### config.mk
export PLATFORM = sky130hd
export DESIGN_NAME = stack_machine_arithmetic_unit_flat
export DESIGN_NICKNAME = d
export VERILOG_FILES = /design/src/rtl/core/smalu_pkg.sv /design/src/rtl/core/smalu_if.sv /design/src/rtl/core/smalu_iter.sv /design/src/rtl/core/stack_machine_arithmetic_unit.sv /design/src/flat_wrapper.sv
export SDC_FILE = /design/constraint.sdc
export NUM_CORES = 2
export LEC_CHECK = 0
export ABC_AREA = 1
export BUFFER_PORTS_ARGS = -buffer_cell sky130_fd_sc_hd__buf_2
export CORE_MARGIN = 1.5
export CORE_UTILIZATION = 58
export CTS_CLUSTER_SIZE = 24
export DETAILED_ROUTE_END_ITERATION = 16
export PLACE_DENSITY = 0.72
export SYNTH_ARGS = -nofsm -noshare
export SYNTH_HDL_FRONTEND = slang
export SYNTH_HIERARCHICAL = 1
export SYNTH_SLANG_ARGS = --single-unit
### constraint.sdc
create_clock -name clock -period 13.5 [get_ports clock]
set_input_delay 2.7 -clock clock [delete_from_list [all_inputs] [get_ports clock]]
set_output_delay 2.7 -clock clock [all_outputs]
set_load 0.03 [all_outputs]
### src/rtl/core/smalu_pkg.sv
// ----------------------------------------------------------------------------
// Stack machine arithmetic unit package
// Opcodes, status codes, stack sizing and the types shared between the
// sequencer and the iterative multiply/divide unit.
// ----------------------------------------------------------------------------
package smalu_pkg;

   localparam int STACK_DEPTH = 64;
   localparam int ADDR_W      = (STACK_DEPTH > 1) ? $clog2(STACK_DEPTH) : 1;
   localparam int DEPTH_W     = $clog2(STACK_DEPTH + 1);

   localparam int WORD_W   = 32;
   localparam int OPCODE_W = 3;
   localparam int STATUS_W = 2;
   localparam int DEPTH_OUT_W = 7;
   localparam int COUNT_W  = $clog2(WORD_W);

   localparam logic [OPCODE_W-1:0] OP_PUSH = 3'd0;
   localparam logic [OPCODE_W-1:0] OP_ADD  = 3'd1;
   localparam logic [OPCODE_W-1:0] OP_SUB  = 3'd2;
   localparam logic [OPCODE_W-1:0] OP_DIV  = 3'd3;
   localparam logic [OPCODE_W-1:0] OP_MUL  = 3'd4;
   localparam logic [OPCODE_W-1:0] OP_MOD  = 3'd5;

   localparam logic [STATUS_W-1:0] ST_OK      = 2'd0;
   localparam logic [STATUS_W-1:0] ST_SHORT   = 2'd1;
   localparam logic [STATUS_W-1:0] ST_DIVZERO = 2'd2;
   localparam logic [STATUS_W-1:0] ST_FULL    = 2'd3;

   typedef enum logic [1:0] {
      MODE_MUL = 2'd0,
      MODE_DIV = 2'd1,
      MODE_REM = 2'd2
   } iter_mode_type;

   typedef struct packed {
      logic          start;
      iter_mode_type mode;
   } iter_ctrl_type;

   typedef struct packed {
      logic busy;
      logic done;
   } iter_stat_type;

endpackage

### src/rtl/core/smalu_if.sv
// ----------------------------------------------------------------------------
// Stack machine arithmetic unit channels
// Valid/ready channels for opcode transactions and result transactions.
// ----------------------------------------------------------------------------
interface smalu_req_if;
   logic                                     valid;
   logic                                     ready;
   logic [smalu_pkg::OPCODE_W-1:0]           opcode;
   logic signed [smalu_pkg::WORD_W-1:0]      push_value;

   modport source (output valid, output opcode, output push_value, input ready);
   modport sink   (input valid, input opcode, input push_value, output ready);
endinterface

interface smalu_rsp_if;
   logic                                     valid;
   logic                                     ready;
   logic [smalu_pkg::STATUS_W-1:0]           status;
   logic signed [smalu_pkg::WORD_W-1:0]      top_value;
   logic [smalu_pkg::DEPTH_OUT_W-1:0]        depth;

   modport source (output valid, output status, output top_value, output depth, input ready);
   modport sink   (input valid, input status, input top_value, input depth, output ready);
endinterface

### src/rtl/core/smalu_iter.sv
// ----------------------------------------------------------------------------
// Stack machine iterative multiply/divide unit
// One shared 33-bit adder serves a shift-add multiplier, a restoring
// divider on magnitudes and the final sign correction.
// ----------------------------------------------------------------------------
module smalu_iter (
   input  logic                            clock,
   input  logic                            reset,
   input  smalu_pkg::iter_ctrl_type        ctrl,
   input  logic [smalu_pkg::WORD_W-1:0]    opa,
   input  logic [smalu_pkg::WORD_W-1:0]    opb,
   output smalu_pkg::iter_stat_type        stat,
   output logic [smalu_pkg::WORD_W-1:0]    result
);

   typedef enum logic [2:0] {
      IT_IDLE = 3'b001,
      IT_RUN  = 3'b010,
      IT_FIX  = 3'b100
   } it_state_type;

   it_state_type                         state_ff, state_in;
   smalu_pkg::iter_mode_type             mode_ff, mode_in;
   logic [smalu_pkg::WORD_W-1:0]         acc_ff, acc_in;
   logic [smalu_pkg::WORD_W-1:0]         quo_ff, quo_in;
   logic [smalu_pkg::WORD_W-1:0]         opd_ff, opd_in;
   logic [smalu_pkg::COUNT_W-1:0]        cnt_ff, cnt_in;
   logic                                 neg_ff, neg_in;
   logic [smalu_pkg::WORD_W:0]           add_x, add_y, add_sum;
   logic                                 add_cin;
   logic [smalu_pkg::WORD_W-1:0]         fix_val;
   logic                                 sign_a, sign_b;

   assign sign_a  = opa[smalu_pkg::WORD_W-1];
   assign sign_b  = opb[smalu_pkg::WORD_W-1];
   assign fix_val = (mode_ff == smalu_pkg::MODE_DIV) ? quo_ff : acc_ff;
   assign add_sum = add_x + add_y + {{smalu_pkg::WORD_W{1'b0}}, add_cin};

   always_comb begin
      add_x   = {1'b0, acc_ff};
      add_y   = '0;
      add_cin = 1'b0;
      unique case (state_ff)
         IT_RUN: begin
            if (mode_ff == smalu_pkg::MODE_MUL) begin
               add_x = {1'b0, acc_ff};
               add_y = quo_ff[0] ? {1'b0, opd_ff} : '0;
            end else begin
               add_x   = {acc_ff, quo_ff[smalu_pkg::WORD_W-1]};
               add_y   = ~{1'b0, opd_ff};
               add_cin = 1'b1;
            end
         end
         IT_FIX: begin
            add_x   = neg_ff ? {1'b0, ~fix_val} : {1'b0, fix_val};
            add_cin = neg_ff;
         end
         default: begin
            add_x = {1'b0, acc_ff};
         end
      endcase
   end

   always_comb begin
      state_in = state_ff;
      mode_in  = mode_ff;
      acc_in   = acc_ff;
      quo_in   = quo_ff;
      opd_in   = opd_ff;
      cnt_in   = cnt_ff;
      neg_in   = neg_ff;
      unique case (state_ff)
         IT_IDLE: begin
            if (ctrl.start) begin
               mode_in  = ctrl.mode;
               acc_in   = '0;
               cnt_in   = '0;
               state_in = IT_RUN;
               if (ctrl.mode == smalu_pkg::MODE_MUL) begin
                  opd_in = opa;
                  quo_in = opb;
                  neg_in = 1'b0;
               end else begin
                  quo_in = sign_a ? (~opa + 1'b1) : opa;
                  opd_in = sign_b ? (~opb + 1'b1) : opb;
                  neg_in = (ctrl.mode == smalu_pkg::MODE_DIV) ? (sign_a ^ sign_b) : sign_a;
               end
            end
         end
         IT_RUN: begin
            if (mode_ff == smalu_pkg::MODE_MUL) begin
               acc_in = add_sum[smalu_pkg::WORD_W-1:0];
               opd_in = {opd_ff[smalu_pkg::WORD_W-2:0], 1'b0};
               quo_in = {1'b0, quo_ff[smalu_pkg::WORD_W-1:1]};
            end else if (add_sum[smalu_pkg::WORD_W]) begin
               acc_in = {acc_ff[smalu_pkg::WORD_W-2:0], quo_ff[smalu_pkg::WORD_W-1]};
               quo_in = {quo_ff[smalu_pkg::WORD_W-2:0], 1'b0};
            end else begin
               acc_in = add_sum[smalu_pkg::WORD_W-1:0];
               quo_in = {quo_ff[smalu_pkg::WORD_W-2:0], 1'b1};
            end
            cnt_in = cnt_ff + 1'b1;
            if (cnt_ff == {smalu_pkg::COUNT_W{1'b1}}) begin
               state_in = IT_FIX;
            end
         end
         IT_FIX: begin
            state_in = IT_IDLE;
         end
         default: begin
            state_in = IT_IDLE;
         end
      endcase
   end

   always_ff @(posedge clock) begin
      if (reset) begin
         state_ff <= IT_IDLE;
      end else begin
         state_ff <= state_in;
      end
      mode_ff <= mode_in;
      acc_ff  <= acc_in;
      quo_ff  <= quo_in;
      opd_ff  <= opd_in;
      cnt_ff  <= cnt_in;
      neg_ff  <= neg_in;
   end

   assign stat.busy = (state_ff != IT_IDLE);
   assign stat.done = (state_ff == IT_FIX);
   assign result    = add_sum[smalu_pkg::WORD_W-1:0];

   a_start_only_idle: assert property (@(posedge clock) disable iff (reset)
      (ctrl.start && state_ff != IT_IDLE) |-> 1'b0)
      else $error("Iterative unit started while busy.");

   a_fix_follows_run: assert property (@(posedge clock) disable iff (reset)
      (state_ff == IT_FIX) |-> $past(state_ff) == IT_RUN)
      else $error("Sign correction not preceded by the last iteration.");

   a_run_ends_in_fix: assert property (@(posedge clock) disable iff (reset)
      (state_ff == IT_RUN && cnt_ff == {smalu_pkg::COUNT_W{1'b1}}) |=> state_ff == IT_FIX)
      else $error("Last iteration not followed by sign correction.");

endmodule

### src/rtl/core/stack_machine_arithmetic_unit.sv
// ----------------------------------------------------------------------------
// Stack machine arithmetic unit
// Bounded stack of signed words with push, add, sub, mul, div and mod.
//
//   Channel   Direction  Handshake     Contents
//   req_bus   in         valid/ready   opcode, push_value
//   rsp_bus   out        valid/ready   status, top_value, depth
//
// Push, errors and unused opcodes pass from S_IDLE straight to S_DONE.
// Add and sub pass through S_READ first, for the stack memory read.
// Mul, div and mod pass through S_READ and S_ITER: the memory read, 32
// iterations of the shared multiply/divide unit and a sign correction step.
// A new transaction is accepted only while the sequencer is idle; a result
// waiting on rsp_bus holds back completion of the following transaction only.
// Reset clears the sequencer and the stack depth; the stack memory needs no
// clearing pass.
// ----------------------------------------------------------------------------
module stack_machine_arithmetic_unit (
   input  logic           clock,
   input  logic           reset,
   smalu_req_if.sink      req_bus,
   smalu_rsp_if.source    rsp_bus
);

   typedef enum logic [4:0] {
      S_IDLE = 5'b00001,
      S_READ = 5'b00010,
      S_ITER = 5'b00100,
      S_DONE = 5'b01000,
      S_HOLD = 5'b10000
   } state_type;

   state_type                               state_ff, state_in;
   logic [smalu_pkg::DEPTH_W-1:0]           depth_ff, depth_in;
   logic [smalu_pkg::WORD_W-1:0]            top_ff, top_in;
   logic [smalu_pkg::OPCODE_W-1:0]          op_ff, op_in;
   logic [smalu_pkg::STATUS_W-1:0]          res_status_ff, res_status_in;
   logic                                    rsp_valid_ff, rsp_valid_in;
   logic [smalu_pkg::STATUS_W-1:0]          rsp_status_ff, rsp_status_in;
   logic [smalu_pkg::WORD_W-1:0]            rsp_top_ff, rsp_top_in;
   logic [smalu_pkg::DEPTH_OUT_W-1:0]       rsp_depth_ff, rsp_depth_in;

   logic [smalu_pkg::WORD_W-1:0]            stack_mem [smalu_pkg::STACK_DEPTH];
   logic [smalu_pkg::WORD_W-1:0]            rd_data_ff;
   logic [smalu_pkg::ADDR_W-1:0]            rd_addr, wr_addr;
   logic                                    wr_en;
   logic [smalu_pkg::WORD_W-1:0]            wr_data;
   logic [smalu_pkg::DEPTH_W-1:0]           second_idx;

   smalu_pkg::iter_ctrl_type                iter_ctrl;
   smalu_pkg::iter_stat_type                iter_stat;
   logic [smalu_pkg::WORD_W-1:0]            iter_result;
   logic                                    accept;
   logic                                    is_arith, is_divide, rsp_free;

   assign second_idx = depth_ff - smalu_pkg::DEPTH_W'(2);
   assign rd_addr    = second_idx[smalu_pkg::ADDR_W-1:0];
   assign accept     = req_bus.valid && (state_ff == S_IDLE);
   assign is_arith   = (req_bus.opcode >= smalu_pkg::OP_ADD) &&
                       (req_bus.opcode <= smalu_pkg::OP_MOD);
   assign is_divide  = (req_bus.opcode == smalu_pkg::OP_DIV) ||
                       (req_bus.opcode == smalu_pkg::OP_MOD);
   assign rsp_free   = !rsp_valid_ff || rsp_bus.ready;

   smalu_iter u_iter (
      .clock  (clock),
      .reset  (reset),
      .ctrl   (iter_ctrl),
      .opa    (rd_data_ff),
      .opb    (top_ff),
      .stat   (iter_stat),
      .result (iter_result)
   );

   always_comb begin
      state_in       = state_ff;
      depth_in       = depth_ff;
      top_in         = top_ff;
      op_in          = op_ff;
      res_status_in  = res_status_ff;
      wr_en          = 1'b0;
      wr_addr        = rd_addr;
      wr_data        = iter_result;
      iter_ctrl.start = 1'b0;
      iter_ctrl.mode  = smalu_pkg::MODE_MUL;
      unique case (state_ff)
         S_IDLE: begin
            if (req_bus.valid) begin
               op_in         = req_bus.opcode;
               res_status_in = smalu_pkg::ST_OK;
               state_in      = S_DONE;
               priority if (req_bus.opcode == smalu_pkg::OP_PUSH) begin
                  if (depth_ff == smalu_pkg::DEPTH_W'(smalu_pkg::STACK_DEPTH)) begin
                     res_status_in = smalu_pkg::ST_FULL;
                  end else begin
                     wr_en    = 1'b1;
                     wr_addr  = depth_ff[smalu_pkg::ADDR_W-1:0];
                     wr_data  = req_bus.push_value;
                     top_in   = req_bus.push_value;
                     depth_in = depth_ff + 1'b1;
                  end
               end else if (is_arith) begin
                  priority if (depth_ff < smalu_pkg::DEPTH_W'(2)) begin
                     res_status_in = smalu_pkg::ST_SHORT;
                  end else if (is_divide && (top_ff == '0)) begin
                     res_status_in = smalu_pkg::ST_DIVZERO;
                  end else begin
                     state_in = S_READ;
                  end
               end else begin
                  res_status_in = smalu_pkg::ST_OK;
               end
            end
         end
         S_READ: begin
            if ((op_ff == smalu_pkg::OP_ADD) || (op_ff == smalu_pkg::OP_SUB)) begin
               wr_en    = 1'b1;
               wr_data  = (op_ff == smalu_pkg::OP_ADD) ? (rd_data_ff + top_ff)
                                                       : (rd_data_ff - top_ff);
               top_in   = wr_data;
               depth_in = depth_ff - 1'b1;
               state_in = S_DONE;
            end else begin
               iter_ctrl.start = 1'b1;
               unique case (op_ff)
                  smalu_pkg::OP_DIV: iter_ctrl.mode = smalu_pkg::MODE_DIV;
                  smalu_pkg::OP_MOD: iter_ctrl.mode = smalu_pkg::MODE_REM;
                  default:           iter_ctrl.mode = smalu_pkg::MODE_MUL;
               endcase
               state_in = S_ITER;
            end
         end
         S_ITER: begin
            if (iter_stat.done) begin
               wr_en    = 1'b1;
               wr_data  = iter_result;
               top_in   = iter_result;
               depth_in = depth_ff - 1'b1;
               state_in = S_DONE;
            end
         end
         S_DONE: begin
            if (rsp_free) begin
               state_in = S_IDLE;
            end else begin
               state_in = S_HOLD;
            end
         end
         S_HOLD: begin
            if (rsp_free) begin
               state_in = S_IDLE;
            end
         end
         default: begin
            state_in = S_IDLE;
         end
      endcase
   end

   always_comb begin
      rsp_valid_in  = rsp_valid_ff;
      rsp_status_in = rsp_status_ff;
      rsp_top_in    = rsp_top_ff;
      rsp_depth_in  = rsp_depth_ff;
      if (rsp_valid_ff && rsp_bus.ready) begin
         rsp_valid_in = 1'b0;
      end
      if (((state_ff == S_DONE) || (state_ff == S_HOLD)) && rsp_free) begin
         rsp_valid_in  = 1'b1;
         rsp_status_in = res_status_ff;
         rsp_top_in    = (depth_ff == '0) ? '0 : top_ff;
         rsp_depth_in  = smalu_pkg::DEPTH_OUT_W'(depth_ff);
      end
   end

   always_ff @(posedge clock) begin
      if (wr_en) begin
         stack_mem[wr_addr] <= wr_data;
      end
      rd_data_ff <= stack_mem[rd_addr];
   end

   always_ff @(posedge clock) begin
      if (reset) begin
         state_ff     <= S_IDLE;
         depth_ff     <= '0;
         top_ff       <= '0;
         rsp_valid_ff <= 1'b0;
      end else begin
         state_ff     <= state_in;
         depth_ff     <= depth_in;
         top_ff       <= top_in;
         rsp_valid_ff <= rsp_valid_in;
      end
      op_ff         <= op_in;
      res_status_ff <= res_status_in;
      rsp_status_ff <= rsp_status_in;
      rsp_top_ff    <= rsp_top_in;
      rsp_depth_ff  <= rsp_depth_in;
   end

   assign req_bus.ready     = (state_ff == S_IDLE);
   assign rsp_bus.valid     = rsp_valid_ff;
   assign rsp_bus.status    = rsp_status_ff;
   assign rsp_bus.top_value = rsp_top_ff;
   assign rsp_bus.depth     = rsp_depth_ff;

   a_depth_bounded: assert property (@(posedge clock) disable iff (reset)
      depth_ff <= smalu_pkg::DEPTH_W'(smalu_pkg::STACK_DEPTH))
      else $error("Stack depth exceeds the stack size.");

   a_full_status: assert property (@(posedge clock) disable iff (reset)
      (state_ff == S_DONE && res_status_ff == smalu_pkg::ST_FULL) |->
      depth_ff == smalu_pkg::DEPTH_W'(smalu_pkg::STACK_DEPTH))
      else $error("Full status reported on a stack that is not full.");

   a_iter_busy: assert property (@(posedge clock) disable iff (reset)
      (state_ff == S_ITER) |-> iter_stat.busy)
      else $error("Sequencer waits on an idle multiply/divide unit.");

   a_accept_leaves_idle: assert property (@(posedge clock) disable iff (reset)
      accept |=> state_ff != S_IDLE)
      else $error("Accepted transaction did not leave the idle state.");

endmodule
### src/flat_wrapper.sv
// flat-port wrapper written by rule: the top's interface ports become plain ports
module stack_machine_arithmetic_unit_flat 
  (clock, reset, req_bus_valid, req_bus_opcode, req_bus_push_value, req_bus_ready, rsp_bus_valid, rsp_bus_status, rsp_bus_top_value, rsp_bus_depth, rsp_bus_ready);
  smalu_req_if req_bus_i ();
  smalu_rsp_if rsp_bus_i ();
  input  logic clock;
  input  logic reset;
  input wire logic [$bits(req_bus_i.valid)-1:0] req_bus_valid;
  input wire logic [$bits(req_bus_i.opcode)-1:0] req_bus_opcode;
  input wire logic [$bits(req_bus_i.push_value)-1:0] req_bus_push_value;
  output wire logic [$bits(req_bus_i.ready)-1:0] req_bus_ready;
  output wire logic [$bits(rsp_bus_i.valid)-1:0] rsp_bus_valid;
  output wire logic [$bits(rsp_bus_i.status)-1:0] rsp_bus_status;
  output wire logic [$bits(rsp_bus_i.top_value)-1:0] rsp_bus_top_value;
  output wire logic [$bits(rsp_bus_i.depth)-1:0] rsp_bus_depth;
  input wire logic [$bits(rsp_bus_i.ready)-1:0] rsp_bus_ready;
  assign req_bus_i.valid = req_bus_valid;
  assign req_bus_i.opcode = req_bus_opcode;
  assign req_bus_i.push_value = req_bus_push_value;
  assign req_bus_ready = req_bus_i.ready;
  assign rsp_bus_valid = rsp_bus_i.valid;
  assign rsp_bus_status = rsp_bus_i.status;
  assign rsp_bus_top_value = rsp_bus_i.top_value;
  assign rsp_bus_depth = rsp_bus_i.depth;
  assign rsp_bus_i.ready = rsp_bus_ready;
  stack_machine_arithmetic_unit u_core (.clock(clock), .reset(reset), .req_bus(req_bus_i), .rsp_bus(rsp_bus_i));
endmodule
==> run_results.csv <==
group,metric,value,unit
run_status,status,"complete, no violations",
hold_path,hold_class,"reg2reg",
power,power_leakage,39.8,nW
synthesis,synth_top_cell_by_area,"edfxtp_1",
global_routing,track_usage,0.352,
layout,drive_gt1_frac,0.0744,
clock_tree,htreeDepth,4,
global_routing,grt_max_degree,212,
sta,fin_skew,57.2,ps
critical_path,crit_required,13990,ps
synthesis,synthAdderAreaFrac,0.0105,
critical_path,cp_max_fo,45,
drt,drt-vias-per-instance,6.36,
layout,areaGrowthSynthToFinish,9.63,%
placed_design,place_congestion,1.03,
synthesis,synth_largest_type_area_fraction,0.651,
synthesis,async_flop_share,0,
clock_tree,post_cts.repair.setup_buffers,0,
clock_tree,clockBufferDepth,3,
sta,hold_viol_final,0,
clock_tree,clock_sinks,2278,
sta,rsz0062_at_grt,"false",
sta,setup_tns,0,ps
critical_path,crit_family,"simple AND/OR/NAND/NOR gates",
drt,routed_wl,320000,um
drt,drtPass1Iterations,9,
clock_tree,clkSlewWorstSetupHoldPaths,60,ps
synthesis,synth_top_family_by_area,"simple AND/OR/NAND/NOR gates",
synthesis,ys.flop_type,"edfxtp_1",
global_routing,grt-ovfl-total,0,
clock_tree,clk_latency,890,ps
synthesis,synth_xor_xnor_area_share,0.00734,
synthesis,synth_area_leaders,"edfxtp_1 65%, nand2_1 6.4%, o21ai_0 6.0%",
clock_tree,ctsHoldBuffers,0,
sta,hold_ws,433,ps
sta,fin_crit_sh,0.481,
drt,wl_per_cell,26.8,um
synthesis,synth_cell_types,52,
job,cap_viol_max_count,0,
die,fp-row-count,153,
die,die_h,421,um
synthesis,syn_nets,9687,
die,initial_core_util,0.583,
synthesis,yosysWarningCount,6,
synthesis,synth.most_common_cell,"edfxtp_1",
global_routing,grt_pass1_vias,69300,
sta,setup_viol,0,
power,p_per_area,193,mW/mm2
die,die_w,421,um
clock_tree,cts_made_buffers,221,
placed_design,port_buffers,81,
drt,antenna_left,0,
sta,fin_crit,6500,ps
clock_tree,cts-root-buf,"clkbuf_16",
layout,stdcell_area,0.111,mm2
drt,drc,0,
drt,first_iter_violations,12500,
layout,post-route-util,0.640,
synthesis,synth_edf_count,2198,
synthesis,muxShareOfSynthArea,0,
die,core-area,0.174,mm2
critical_path,cp-start-kind,"input pin",
clock_tree,cts_tree,"done",
critical_path,end_kind,"flop",
drt,vias,75900,
power,max-vdd-ir-drop,0.000158,V
placed_design,dpl_cell_area,0.104,mm2
critical_path,worst_path_largest_cell_delay,910,ps
global_routing,antenna_found_initial,10,
die,dieArea,0.177,mm2
synthesis,syn_inst,9565,
clock_tree,cts_resized,0,
synthesis,synth_seq_cells,2278,
synthesis,netlist_area,0.101,mm2
synthesis,synth_compound_area_frac,0.116,
synthesis,yosys-top-cells-count,"2198 x edfxtp_1, 1738 x nand2_1, 1411 x nor2_1",
placed_design,dp_hpwl,191000,um
sta,worst_pin_slew,1260,ps
critical_path,cp_cell_sequence,"buf_2 > nor2_1 > nand2_1 > nor3_2 > nand2_2 > nand2_2 > buf_4 > nand4_1 > buf_4 > nor2_4",
critical_path,cp_slowest_cell,"nand4_1",
sta,slew_headroom,0.157,
synthesis,synthSimpleGateAreaFrac,0.156,
sta,fmax,154,MHz
global_routing,grt_pass1_wl,459000,um
synthesis,syn_avg_cell_area,10.6,um2
critical_path,path_buf_inv,3,
sta,slew_violations,0,
layout,final_nets,9536,
synthesis,yosysSeqAreaShare,0.667,
critical_path,arrival,6980,ps
die,pin_count,82,
critical_path,crit_type,"in2reg",
## final timing paths
check	startpoint	to	slack, ps	cells after the start
worst min register to register	u_core/res_status_ff[1]	u_core/rsp_bus.status[1]	430	0
worst min-delay path	u_core/res_status_ff[1]	u_core/rsp_bus.status[1]	430	0
worst max-delay path	req_bus_opcode[2]	u_core/stack_mem[47][4]	7000	10
worst max register to register	u_core/depth_ff[1]	u_core/stack_mem[47][4]	7340	10
## cells in the final DEF, fill, tap and decap left out, drive strengths merged, types with 37 or more instances in the layout
cell | synthesis | layout
buf | 178 | 196
nor2 | 1420 | 1420
inv | 524 | 532
clkbuf | 392 | 293
clkinv | 4 | 89
ha | 79 | 79
o21ai | 1229 | 1229
xor2 | 77 | 77
o22ai | 528 | 528
dfxtp | 80 | 80
nand2 | 1754 | 1754
a22oi | 51 | 51
a21oi | 186 | 186
nand3 | 597 | 597
nand4 | 38 | 38
edfxtp | 2198 | 2198
or2 | 37 | 37
## metal layers
layer / vias to the layer above / part of all wire / track usage
met1: 36600 / 0.38 / 0.497
li1: 33600 / - / -
met5: - / 0.00017 / 0
met4: 8 / 0.053 / 0.166
met3: 707 / 0.13 / 0.0874
met2: 4961 / 0.44 / 0.513
## through the flow
step / power [W] / worst slack, ps / instances
after global placement: 0.0151 / 6320 / 11500
after global routing: 0.0219 / 7020 / 11900
after CTS: 0.0212 / 7230 / 11900
after floorplan: 0.0126 / 7550 / 9565
final: 0.0214 / 7000 / 11900
after detailed placement: 0.0153 / 6300 / 11500
## kinds of logic after synthesis
family	Yosys count
AO/OA/AOI/OAI	2116
XOR/XNOR	85
adder cells (fa/ha/maj)	83
buffers and inverters	1098
flip-flops	2278
AND/OR/NAND/NOR	3905
## flip-flops by register name, indices dropped and copies added (netlist names)
register,flops
u_core/rsp_bus.depth,7
u_core/u_iter/cnt_ff,5
u_core/u_iter/mode_ff,2
u_core/u_iter/quo_ff,32
u_core/depth_ff,7
u_core/u_iter/state_ff,3
u_core/op_ff,3
u_core/stack_mem,2048
u_core/rsp_bus.top_value,32
u_core/rsp_bus.valid,1
u_core/rd_data_ff,32
u_core/state_ff,5
u_core/rsp_bus.status,2
u_core/u_iter/neg_ff,1
u_core/top_ff,32
u_core/u_iter/acc_ff,32
u_core/u_iter/opd_ff,32
u_core/res_status_ff,2
## power breakdown
group,internal [W],switching [W]
registers,0.00927,0.000268
logic,0.00109,0.00476
clock network,0.00336,0.00266
total,0.0137,0.00768
## cell type report
class | count | area (um2)
flip-flops and latches | 2278 | 67600
multi-input cells | 6189 | 30200
repair buffers | 196 | 1410
diodes | 3 | 7.51
inverters | 528 | 2010
clock buffers | 293 | 5850
fillers | 13400 | 62600
clock inverters | 119 | 1190
well taps | 2325 | 2910
Power figures use the tool's default switching activity.
